[src/rtl/ite_pkg.sv]
package ite_pkg;

   localparam int DATA_WIDTH  = 32;
   localparam int VALUE_WIDTH = 32;
   localparam int CNT_WIDTH   = $clog2(DATA_WIDTH);

   typedef logic [DATA_WIDTH-1:0] data_type;

   typedef enum logic [1:0] {
      CMD_NUMBER   = 2'd0,
      CMD_OPERATOR = 2'd1,
      CMD_END      = 2'd2,
      CMD_UNUSED   = 2'd3
   } command_type;

   typedef enum logic [1:0] {
      OP_ADD = 2'd0,
      OP_SUB = 2'd1,
      OP_MUL = 2'd2,
      OP_DIV = 2'd3
   } op_type;

   typedef enum logic [1:0] {
      PEND_NONE = 2'd0,
      PEND_RSVD = 2'd1,
      PEND_MUL  = 2'd2,
      PEND_DIV  = 2'd3
   } pend_type;

   typedef struct packed {
      logic load_term;
      logic mul;
      logic join_term;
      logic sub;
      logic div_init;
      logic div_step;
      logic div_done;
      logic emit;
      logic err;
   } ite_cmd_type;

   typedef struct packed {
      logic div_last;
      logic out_busy;
   } ite_stat_type;

endpackage

[src/rtl/ite_ctrl.sv]
module ite_ctrl
   import ite_pkg::*;
(
   input  logic         clock,
   input  logic         reset,
   input  logic         req_valid,
   input  logic [1:0]   req_command,
   input  logic [1:0]   req_op_code,
   output logic         req_stall,
   output ite_cmd_type  cmd,
   input  ite_stat_type stat
);

   typedef enum logic [1:0] {
      ST_IDLE,
      ST_DIV_RUN,
      ST_DIV_END,
      ST_EMIT
   } state_type;

   state_type state_ff, state_in;
   logic      want_ff, want_in;
   pend_type  pend_ff, pend_in;
   logic      sign_ff, sign_in;
   logic      err_ff, err_in;
   logic      accept;

   assign req_stall = (state_ff != ST_IDLE);
   assign accept    = req_valid && (state_ff == ST_IDLE);

   always_comb begin
      state_in = state_ff;
      want_in  = want_ff;
      pend_in  = pend_ff;
      sign_in  = sign_ff;
      err_in   = err_ff;
      cmd      = '0;
      cmd.sub  = sign_ff;
      cmd.err  = err_ff || want_ff;
      case (state_ff)
         ST_IDLE: begin
            if (accept) begin
               case (req_command)
                  CMD_NUMBER: begin
                     if (!want_ff) begin
                        err_in = 1'b1;
                     end else begin
                        want_in = 1'b0;
                        pend_in = PEND_NONE;
                        case (pend_ff)
                           PEND_MUL: cmd.mul = 1'b1;
                           PEND_DIV: begin
                              cmd.div_init = 1'b1;
                              state_in     = ST_DIV_RUN;
                           end
                           default: cmd.load_term = 1'b1;
                        endcase
                     end
                  end
                  CMD_OPERATOR: begin
                     if (want_ff) begin
                        err_in = 1'b1;
                     end else begin
                        want_in = 1'b1;
                        if (req_op_code inside {OP_ADD, OP_SUB}) begin
                           cmd.join_term = 1'b1;
                           sign_in       = (req_op_code == OP_SUB);
                           pend_in       = PEND_NONE;
                        end else if (req_op_code == OP_MUL) begin
                           pend_in = PEND_MUL;
                        end else begin
                           pend_in = PEND_DIV;
                        end
                     end
                  end
                  CMD_END: state_in = ST_EMIT;
                  default: ;
               endcase
            end
         end
         ST_DIV_RUN: begin
            cmd.div_step = 1'b1;
            if (stat.div_last) begin
               state_in = ST_DIV_END;
            end
         end
         ST_DIV_END: begin
            cmd.div_done = 1'b1;
            state_in     = ST_IDLE;
         end
         ST_EMIT: begin
            if (!stat.out_busy) begin
               cmd.emit = 1'b1;
               want_in  = 1'b1;
               pend_in  = PEND_NONE;
               sign_in  = 1'b0;
               err_in   = 1'b0;
               state_in = ST_IDLE;
            end
         end
         default: state_in = ST_IDLE;
      endcase
   end

   always_ff @(posedge clock) begin
      if (reset) begin
         state_ff <= ST_IDLE;
         want_ff  <= 1'b1;
         pend_ff  <= PEND_NONE;
         sign_ff  <= 1'b0;
         err_ff   <= 1'b0;
      end else begin
         state_ff <= state_in;
         want_ff  <= want_in;
         pend_ff  <= pend_in;
         sign_ff  <= sign_in;
         err_ff   <= err_in;
      end
   end

endmodule

[src/rtl/ite_dp.sv]
module ite_dp
   import ite_pkg::*;
(
   input  logic                          clock,
   input  logic                          reset,
   input  logic signed [VALUE_WIDTH-1:0] req_value,
   input  ite_cmd_type                   cmd,
   output ite_stat_type                  stat,
   output logic                          rsp_valid,
   input  logic                          rsp_stall,
   output logic signed [VALUE_WIDTH-1:0] rsp_value_out,
   output logic                          rsp_error
);

   data_type               sum_ff, sum_in;
   data_type               term_ff, term_in;
   data_type               rem_ff, rem_in;
   data_type               quo_ff, quo_in;
   data_type               dsr_ff, dsr_in;
   logic                   neg_ff, neg_in;
   logic [CNT_WIDTH-1:0]   cnt_ff, cnt_in;
   logic                   rsp_valid_ff, rsp_valid_in;
   logic [VALUE_WIDTH-1:0] rsp_value_ff, rsp_value_in;
   logic                   rsp_error_ff, rsp_error_in;

   data_type               opnd;
   data_type               divisor;
   data_type               joined;
   logic [DATA_WIDTH:0]    shifted;
   logic                   fits;

   assign opnd    = DATA_WIDTH'(req_value);
   assign divisor = (opnd == '0) ? data_type'(1) : opnd;
   assign joined  = cmd.sub ? (sum_ff - term_ff) : (sum_ff + term_ff);
   assign shifted = {rem_ff, quo_ff[DATA_WIDTH-1]};
   assign fits    = (shifted >= {1'b0, dsr_ff});

   assign stat.div_last = (cnt_ff == CNT_WIDTH'(DATA_WIDTH - 1));
   assign stat.out_busy = rsp_valid_ff && rsp_stall;

   assign rsp_valid     = rsp_valid_ff;
   assign rsp_value_out = rsp_value_ff;
   assign rsp_error     = rsp_error_ff;

   always_comb begin
      sum_in       = sum_ff;
      term_in      = term_ff;
      rem_in       = rem_ff;
      quo_in       = quo_ff;
      dsr_in       = dsr_ff;
      neg_in       = neg_ff;
      cnt_in       = cnt_ff;
      rsp_valid_in = rsp_valid_ff && rsp_stall;
      rsp_value_in = rsp_value_ff;
      rsp_error_in = rsp_error_ff;
      if (cmd.load_term) begin
         term_in = opnd;
      end
      if (cmd.mul) begin
         term_in = data_type'(term_ff * opnd);
      end
      if (cmd.join_term) begin
         sum_in  = joined;
         term_in = '0;
      end
      if (cmd.div_init) begin
         neg_in = term_ff[DATA_WIDTH-1] ^ divisor[DATA_WIDTH-1];
         quo_in = term_ff[DATA_WIDTH-1] ? (~term_ff + data_type'(1)) : term_ff;
         dsr_in = divisor[DATA_WIDTH-1] ? (~divisor + data_type'(1)) : divisor;
         rem_in = '0;
         cnt_in = '0;
      end
      if (cmd.div_step) begin
         rem_in = fits ? DATA_WIDTH'(shifted - {1'b0, dsr_ff})
                       : shifted[DATA_WIDTH-1:0];
         quo_in = {quo_ff[DATA_WIDTH-2:0], fits};
         cnt_in = cnt_ff + CNT_WIDTH'(1);
      end
      if (cmd.div_done) begin
         term_in = neg_ff ? (~quo_ff + data_type'(1)) : quo_ff;
      end
      if (cmd.emit) begin
         rsp_valid_in = 1'b1;
         rsp_value_in = VALUE_WIDTH'($signed(joined));
         rsp_error_in = cmd.err;
         sum_in       = '0;
         term_in      = '0;
      end
   end

   always_ff @(posedge clock) begin
      if (reset) begin
         sum_ff       <= '0;
         term_ff      <= '0;
         cnt_ff       <= '0;
         rsp_valid_ff <= 1'b0;
      end else begin
         sum_ff       <= sum_in;
         term_ff      <= term_in;
         cnt_ff       <= cnt_in;
         rsp_valid_ff <= rsp_valid_in;
      end
      rem_ff       <= rem_in;
      quo_ff       <= quo_in;
      dsr_ff       <= dsr_in;
      neg_ff       <= neg_in;
      rsp_value_ff <= rsp_value_in;
      rsp_error_ff <= rsp_error_in;
   end

endmodule

[src/rtl/infix_token_evaluator.sv]
// infix expression evaluator, one token per transaction
// request channel: req_command (number, operator, end), req_value, req_op_code;
//    a transaction completes on req_valid high and req_stall low
// response channel: one transaction per end token, rsp_value_out and rsp_error
// multiply and divide bind tighter than add and subtract, left to right,
//    wrapping 32-bit arithmetic, division truncates toward zero, zero divisor
//    counts as one
// throughput: number and operator tokens are taken without a stall; a number
//    that follows a divide stalls the request channel while the shared
//    restoring divider makes one quotient bit per cycle, plus setup and sign
//    fix; an end token stalls it until the registered response is issued
// reset clears the running sum and term, the error flag and the response valid
//    flag; the first token must be a number
// while the receiver stalls, the response holds and further tokens are still
//    taken; a later end token is taken, its response waits for the held one
module infix_token_evaluator
   import ite_pkg::*;
(
   input  logic                          clock,
   input  logic                          reset,
   input  logic                          req_valid,
   output logic                          req_stall,
   input  logic [1:0]                    req_command,
   input  logic signed [VALUE_WIDTH-1:0] req_value,
   input  logic [1:0]                    req_op_code,
   output logic                          rsp_valid,
   input  logic                          rsp_stall,
   output logic signed [VALUE_WIDTH-1:0] rsp_value_out,
   output logic                          rsp_error
);

   ite_cmd_type  cmd;
   ite_stat_type stat;

   ite_ctrl u_ctrl (
      .clock       (clock),
      .reset       (reset),
      .req_valid   (req_valid),
      .req_command (req_command),
      .req_op_code (req_op_code),
      .req_stall   (req_stall),
      .cmd         (cmd),
      .stat        (stat)
   );

   ite_dp u_dp (
      .clock         (clock),
      .reset         (reset),
      .req_value     (req_value),
      .cmd           (cmd),
      .stat          (stat),
      .rsp_valid     (rsp_valid),
      .rsp_stall     (rsp_stall),
      .rsp_value_out (rsp_value_out),
      .rsp_error     (rsp_error)
   );

endmodule

[config.mk]
export PLATFORM = sky130hd
export DESIGN_NAME = infix_token_evaluator
export DESIGN_NICKNAME = d
export VERILOG_FILES = /design/src/rtl/ite_pkg.sv /design/src/rtl/ite_ctrl.sv /design/src/rtl/ite_dp.sv /design/src/rtl/infix_token_evaluator.sv
export SDC_FILE = /design/constraint.sdc
export NUM_CORES = 2
export LEC_CHECK = 0
export BUFFER_PORTS_ARGS = -buffer_cell sky130_fd_sc_hd__buf_2
export CORE_UTILIZATION = 59
export DETAILED_ROUTE_END_ITERATION = 8
export PLACE_DENSITY = 0.76
export SLEW_MARGIN = 15
export SYNTH_ARGS = -nofsm -noshare
export SYNTH_HDL_FRONTEND = slang
export SYNTH_SLANG_ARGS = --single-unit
export TNS_END_PERCENT = 100
[constraint.sdc]
create_clock -name clock -period 8.85 [get_ports clock]
set_input_delay 2.2125 -clock clock [delete_from_list [all_inputs] [get_ports clock]]
set_output_delay 2.2125 -clock clock [all_outputs]
set_load 0.005 [all_outputs]
# ---- Word-level counts from Yosys, hierarchy flattened
# Index checks and enable logic that the tools add are counted.
dict set report word_totals {
  regBits 207
  latch_bits 0
  ramBits 0
  romBits 0
  inputBits 40
  out_inout_bits 35
  n_memories 0
}
dict set report classes {
  addsub 7
  multipliers 1
  div_mod_pow 0
  n_lt_le_gt_ge 1
  eq_ne 23
  shifts 0
  n_mux 64
  bitwise 4
  reduce_logical 19
}
# operator count
set op_table {}
lappend op_table {{$mux 32} 13}
lappend op_table {{$add 32x1->32 const B} 3}
lappend op_table {{$not 32->32} 3}
lappend op_table {{$sub 32x32->32} 2}
lappend op_table {{$ge 33x32->1} 1}
lappend op_table {{$add 32x32->32} 1}
lappend op_table {{$logic_not 32->1} 1}
lappend op_table {{$mul 32x32->32} 1}
lappend op_table {{$mux 31} 1}
lappend op_table {{$mux 1} 26}
lappend op_table {{$reduce_and 6->1} 4}
lappend op_table {{$mux 2} 11}
lappend op_table {{$ne 3x3->1 const B} 5}
lappend op_table {{$eq 2x2->1 const B} 6}
lappend op_table {{$pmux 2 s2} 3}
lappend op_table {{$mux 5} 2}
lappend op_table {{$ne 2x2->1 const B} 5}
lappend op_table {{$pmux 1 s2} 5}
lappend op_table {{$pmux 2 s4} 1}
lappend op_table {{$reduce_bool 2->1} 4}
lappend op_table {{$eq 2x1->1 const B} 3}
lappend op_table {{$logic_not 2->1} 3}
lappend op_table {{$mux 3} 2}
lappend op_table {{$ne 3x2->1 const B} 2}
lappend op_table {{other kinds (9)} 11}

# ---- Depth between registers and ports, before layout
dict set report logic_depth {
  ltp_word 11
  mapped_depth 30
  depth_no_buf 28
}

# ---- Modules after synthesis
# Synthesis repeated with hierarchy kept, for this count alone.
dict set report unflattened {
  hier_cells 3330
  area_unflattened_um2 29789.8
}
# module instances cells_per_inst area_each_um2 seq_area_each_um2
set modules_own_cells {}
lappend modules_own_cells {ite_dp 1 3258 29213.0 5305.1}
lappend modules_own_cells {ite_ctrl 1 72 576.8 140.1}

# ---- Least setup slack after synthesis
# Ideal clock, no wire load.
dict set report synth_timing {
  path_type {input to register}
  startpoint {in req_value[7]}
  endpoint {reg u_dp.term_ff[31]}
  setup_ns 0.131
  t_arrival_ns 9.153
  path_slack_ns -0.434
  path_stages 26
  path_buffers 2
  cell_sequence {clkbuf_1 -> clkbuf_1 -> and2_1 -> fa_1 -> fa_1 -> fa_1 -> inv_1 -> fa_1 -> inv_1 -> fa_1 -> ha_1 -> fa_1 -> inv_1 -> fa_1 -> inv_1 -> ha_1 -> o21a_1 -> a2111oi_1 -> o32ai_1 -> a21o_1 -> a31oi_1 -> o31a_1 -> o21ai_0 -> xnor2_1 -> a221oi_1 -> o22ai_1}
}
dict set report synth_via {
  elab_chain_cells 4
}
# element line
set synth_lines {}
lappend synth_lines {{start: declaration} infix_token_evaluator.sv:24} ;# input logic signed [VALUE_WIDTH-1:0] req_value,
lappend synth_lines {{$mul 32x32->32} ite_dp.sv:60} ;# term_in = data_type'(term_ff * opnd);
lappend synth_lines {{$mux 32} ite_dp.sv:59} ;# if (cmd.mul) begin
lappend synth_lines {{$mux 32} ite_dp.sv:62} ;# if (cmd.join_term) begin
lappend synth_lines {{$mux 32} ite_dp.sv:79} ;# if (cmd.div_done) begin
lappend synth_lines {{end signal: assignment} ite_dp.sv:99} ;# term_ff <= term_in;
lappend synth_lines {{end: declaration} ite_dp.sv:16} ;# data_type term_ff, term_in;
# No other way between the ends.
# A chain may end at the register's enable or synchronous reset.

# ---- Worst setup path in the final report
dict set report layout_timing {
  startpoint {in req_value[7]}
  endpoint {reg u_dp.term_ff[28]}
}
# The elaborated chain is that of the path after synthesis.

==> results_dict.tcl <==
set metrics [dict create \
    finalSetupViolCount 0 \
    stdcell_count 4156 \
    cap_violations 0 \
    synth_edf_count 130 \
    reg2reg_depth 25 \
    synth_area_leaders "fa_1 (27%), edfxtp_1 (13%), ha_1 (8.2%)" \
    critPathRequiredTime_ns 9.29 \
    crit_cells 26 \
    relSlewSlack 0.233 \
    layout-drive-gt1-share 0.0908 \
    finalNetCount 4109 \
    place_inst 4110 \
    r2r_setup_slack_ns 1.19 \
    syn_inst 3420 \
    syn_area_per_cell_um2 8.74 \
    dr.pass1.iters 6 \
    cp-end-kind "register" \
    place.gp.congestion 0.986 \
    area_growth_pct 8.45 \
    fillers 4165 \
    drc 0 \
    grt_pass1_wl_um 135000 \
    drt_wl_total_um 84700 \
    cts_tree "yes" \
    r2r-start "u_dp.term_ff[5]" \
    skew_ns 0.0299 \
    synth-main-ff-cell "edfxtp_1" \
    die_w_um 227 \
    cts_sinks 207 \
    cts_root_buf "clkbuf_16" \
    antenna_found_initial 8 \
    path_clk_slew_ns 0.07 \
    min_from "u_dp.sum_ff[30]" \
    grt_usage 0.337 \
    wl_per_cell_um 20.4 \
    hold_violations 0 \
    multiInputGateArea_um2 21900 \
    seqCellArea_um2 5450 \
    io_pins 75 \
    cts_inserted_buffers 22 \
    worst-path-max-fanout 15 \
    fp.dieH_um 227 \
    vias_per_cell 5.84 \
    ant_nets 0 \
    critical_path_buf_inv_count 6 \
    ys_async_sr_fraction 0 \
    seq_area_frac_synth 0.182 \
    crit_top_cell "fa_1" \
    cts_hold_buf 0 \
    min_period_ns 8.55 \
    clk_latency_ns 0.55 \
    worstPathArrival_ns 8.99 \
    core-area_um2 50100 \
    hold_path_class "register to register" \
    yosysTopAreaCell "fa_1" \
    cts_max_path_buffers 3 \
    worst_pin_slew_ns 1.15 \
    synth_warnings 0 \
    post-place-ws_ns -0.416 \
    vias 24300 \
    finalMaxSlewViolations 0 \
    grt_pass1_vias 25300 \
    critical-path-top-delay-family "adder cells" \
    crit_end "u_dp.term_ff[28]" \
    synth_top_area_frac 0.275 \
    portBuffers 74 \
    critPathMaxStageDelay_ns 0.54 \
    drt_iter0_drc 1821 \
    fin_util 0.648 \
    reg2reg_to "u_dp.term_ff[31]" \
    grt_max_degree 76 \
    synth_most_common_cell "inv_1" \
    slowest_stage "fa_1" \
    overflow 0 \
    yosysUniqueCellTypes 84 \
    period_share 0.966 \
    worst_slack_ns 0.302 \
    max_freq_ghz 0.117 \
    ctsHtreeMaxLevel 1 \
    synthesis.area_um2 29900 \
    ys_ff_latch 207 \
    num_rows 82 \
    path_class "primary input to register" \
    fin_area_um2 32400 \
    synth_commonest_cells "inv_1 (504), nand2_1 (426), fa_1 (410), and2_1 (312), ha_1 (196)" \
    syn_nets 4066 \
    cp-startpoint "req_value[7]" \
    design.die.area_um2 51600 \
    crit_path_start_kind "primary input" \
    placed_area_um2 31500 \
    start_util 0.597 \
    outcome "finished clean" \
    dp_hpwl_um 66400 \
]
[through the flow]
| stage | TNS, ns | hold slack [ns] |
|---|---|---|
| after floorplan | -0.00136 | 0.434 |
| after global placement | -1.68 | 0.443 |
| after detailed placement | -2.99 | 0.449 |
| after CTS | 0 | 0.466 |
| after global routing | -0.0489 | 0.478 |
| final | 0 | 0.464 |
[kinds of logic (layout without fill, tap and decap cells)]
family | after synthesis | count (layout) | synth area share
XOR/XNOR | 252 | 252 | 0.0738
other | 0 | 5 | 0
flip-flops | 207 | 207 | 0.182
AND/OR/NAND/NOR | 1097 | 1097 | 0.182
buffers and inverters | 708 | 767 | 0.0894
multiplexers | 21 | 21 | 0.00711
adder cells (fa/ha/maj) | 606 | 606 | 0.357
AO/OA/AOI/OAI | 529 | 529 | 0.109
[layer usage]
layer | part of all wire | wire length (um) | global-route usage
met4 | 0.053 | 4490 | 0.174
met2 | 0.46 | 38700 | 0.537
met3 | 0.083 | 7030 | 0.0501
met5 | 0.00030 | 25 | 0
met1 | 0.41 | 34400 | 0.446
[worst min-delay path by stage]
stage	end	depth (start not counted)	slack, ns
3_5_place_dp	u_dp.sum_ff[16]	2	0.45
5_1_grt	u_dp.sum_ff[24]	2	0.48
6_report	u_dp.sum_ff[30]	2	0.46
2_1_floorplan	u_dp.sum_ff[16]	2	0.43
4_1_cts	u_dp.sum_ff[30]	2	0.47
3_3_place_gp	u_dp.sum_ff[16]	2	0.44
[cell type report]
| type | instances | share of cell area |
|---|---|---|
| sequential | 207 | 0.168 |
| tap | 672 | 0.0259 |
| clock inverter | 10 | 0.00382 |
| timing repair buffer | 222 | 0.0462 |
| antenna | 5 | 0.000386 |
| clock buffer | 30 | 0.0202 |
| inverter | 505 | 0.0585 |
| multi-input combinational | 2505 | 0.677 |
[cells in the final DEF (no fill, tap or decap), types with 12 or more instances in the layout]
master	n
xnor2_1	187
mux2i_1	19
nand2b_1	26
xor2_1	64
buf_2	72
o31ai_1	22
nor4_1	12
a21o_1	32
nor2b_1	14
buf_4	147
fa_1	407
nor2_1	143
a21oi_1	166
a211oi_1	13
ha_1	189
nor3_1	31
a31oi_1	14
and3_1	14
or3_1	16
dfxtp_1	76
nand3_1	36
edfxtp_1	130
o21bai_1	12
inv_1	502
nand2_1	426
o21a_1	17
o21ai_0	155
nand4_1	15
or4_1	13
and2_1	311
clkbuf_16	25
[registers in the layout, summed over array words and instances, names as in the netlist]
register / flops
u_dp.dsr_ff: 32
u_dp.quo_ff: 32
u_dp.rem_ff: 32
u_dp.rsp_value_out: 32
u_dp.sum_ff: 32
u_dp.term_ff: 32
u_dp.cnt_ff: 5
u_ctrl.pend_ff: 2
u_ctrl.state_ff: 2
u_ctrl.err_ff: 1
u_ctrl.sign_ff: 1
u_ctrl.want_ff: 1
u_dp.neg_ff: 1
u_dp.rsp_error: 1
u_dp.rsp_valid: 1
[worst register-to-register path, delay by kind of cell, from the launching register on]
kind,cells,cell delay [ns]
buffers and inverters,5,0.58
adders and majority gates,9,4.00
AOI/OAI and AO/OA,9,1.69
xor gates and xnor gates,1,0.14
DFF,1,0.88
and+or+nand+nor,1,0.20
[timing repair]
| item | CTS | global route |
|---|---|---|
| setup endpoints to repair | 0 | 7 |
| resized for setup | 0 | 15 |
| buffers inserted | 0 | 1 |
| endpoints found under the hold margin | 0 | 0 |
Power is not shown: default switching activity piles up to over one toggle a cycle in this logic, so the estimate is an artifact.
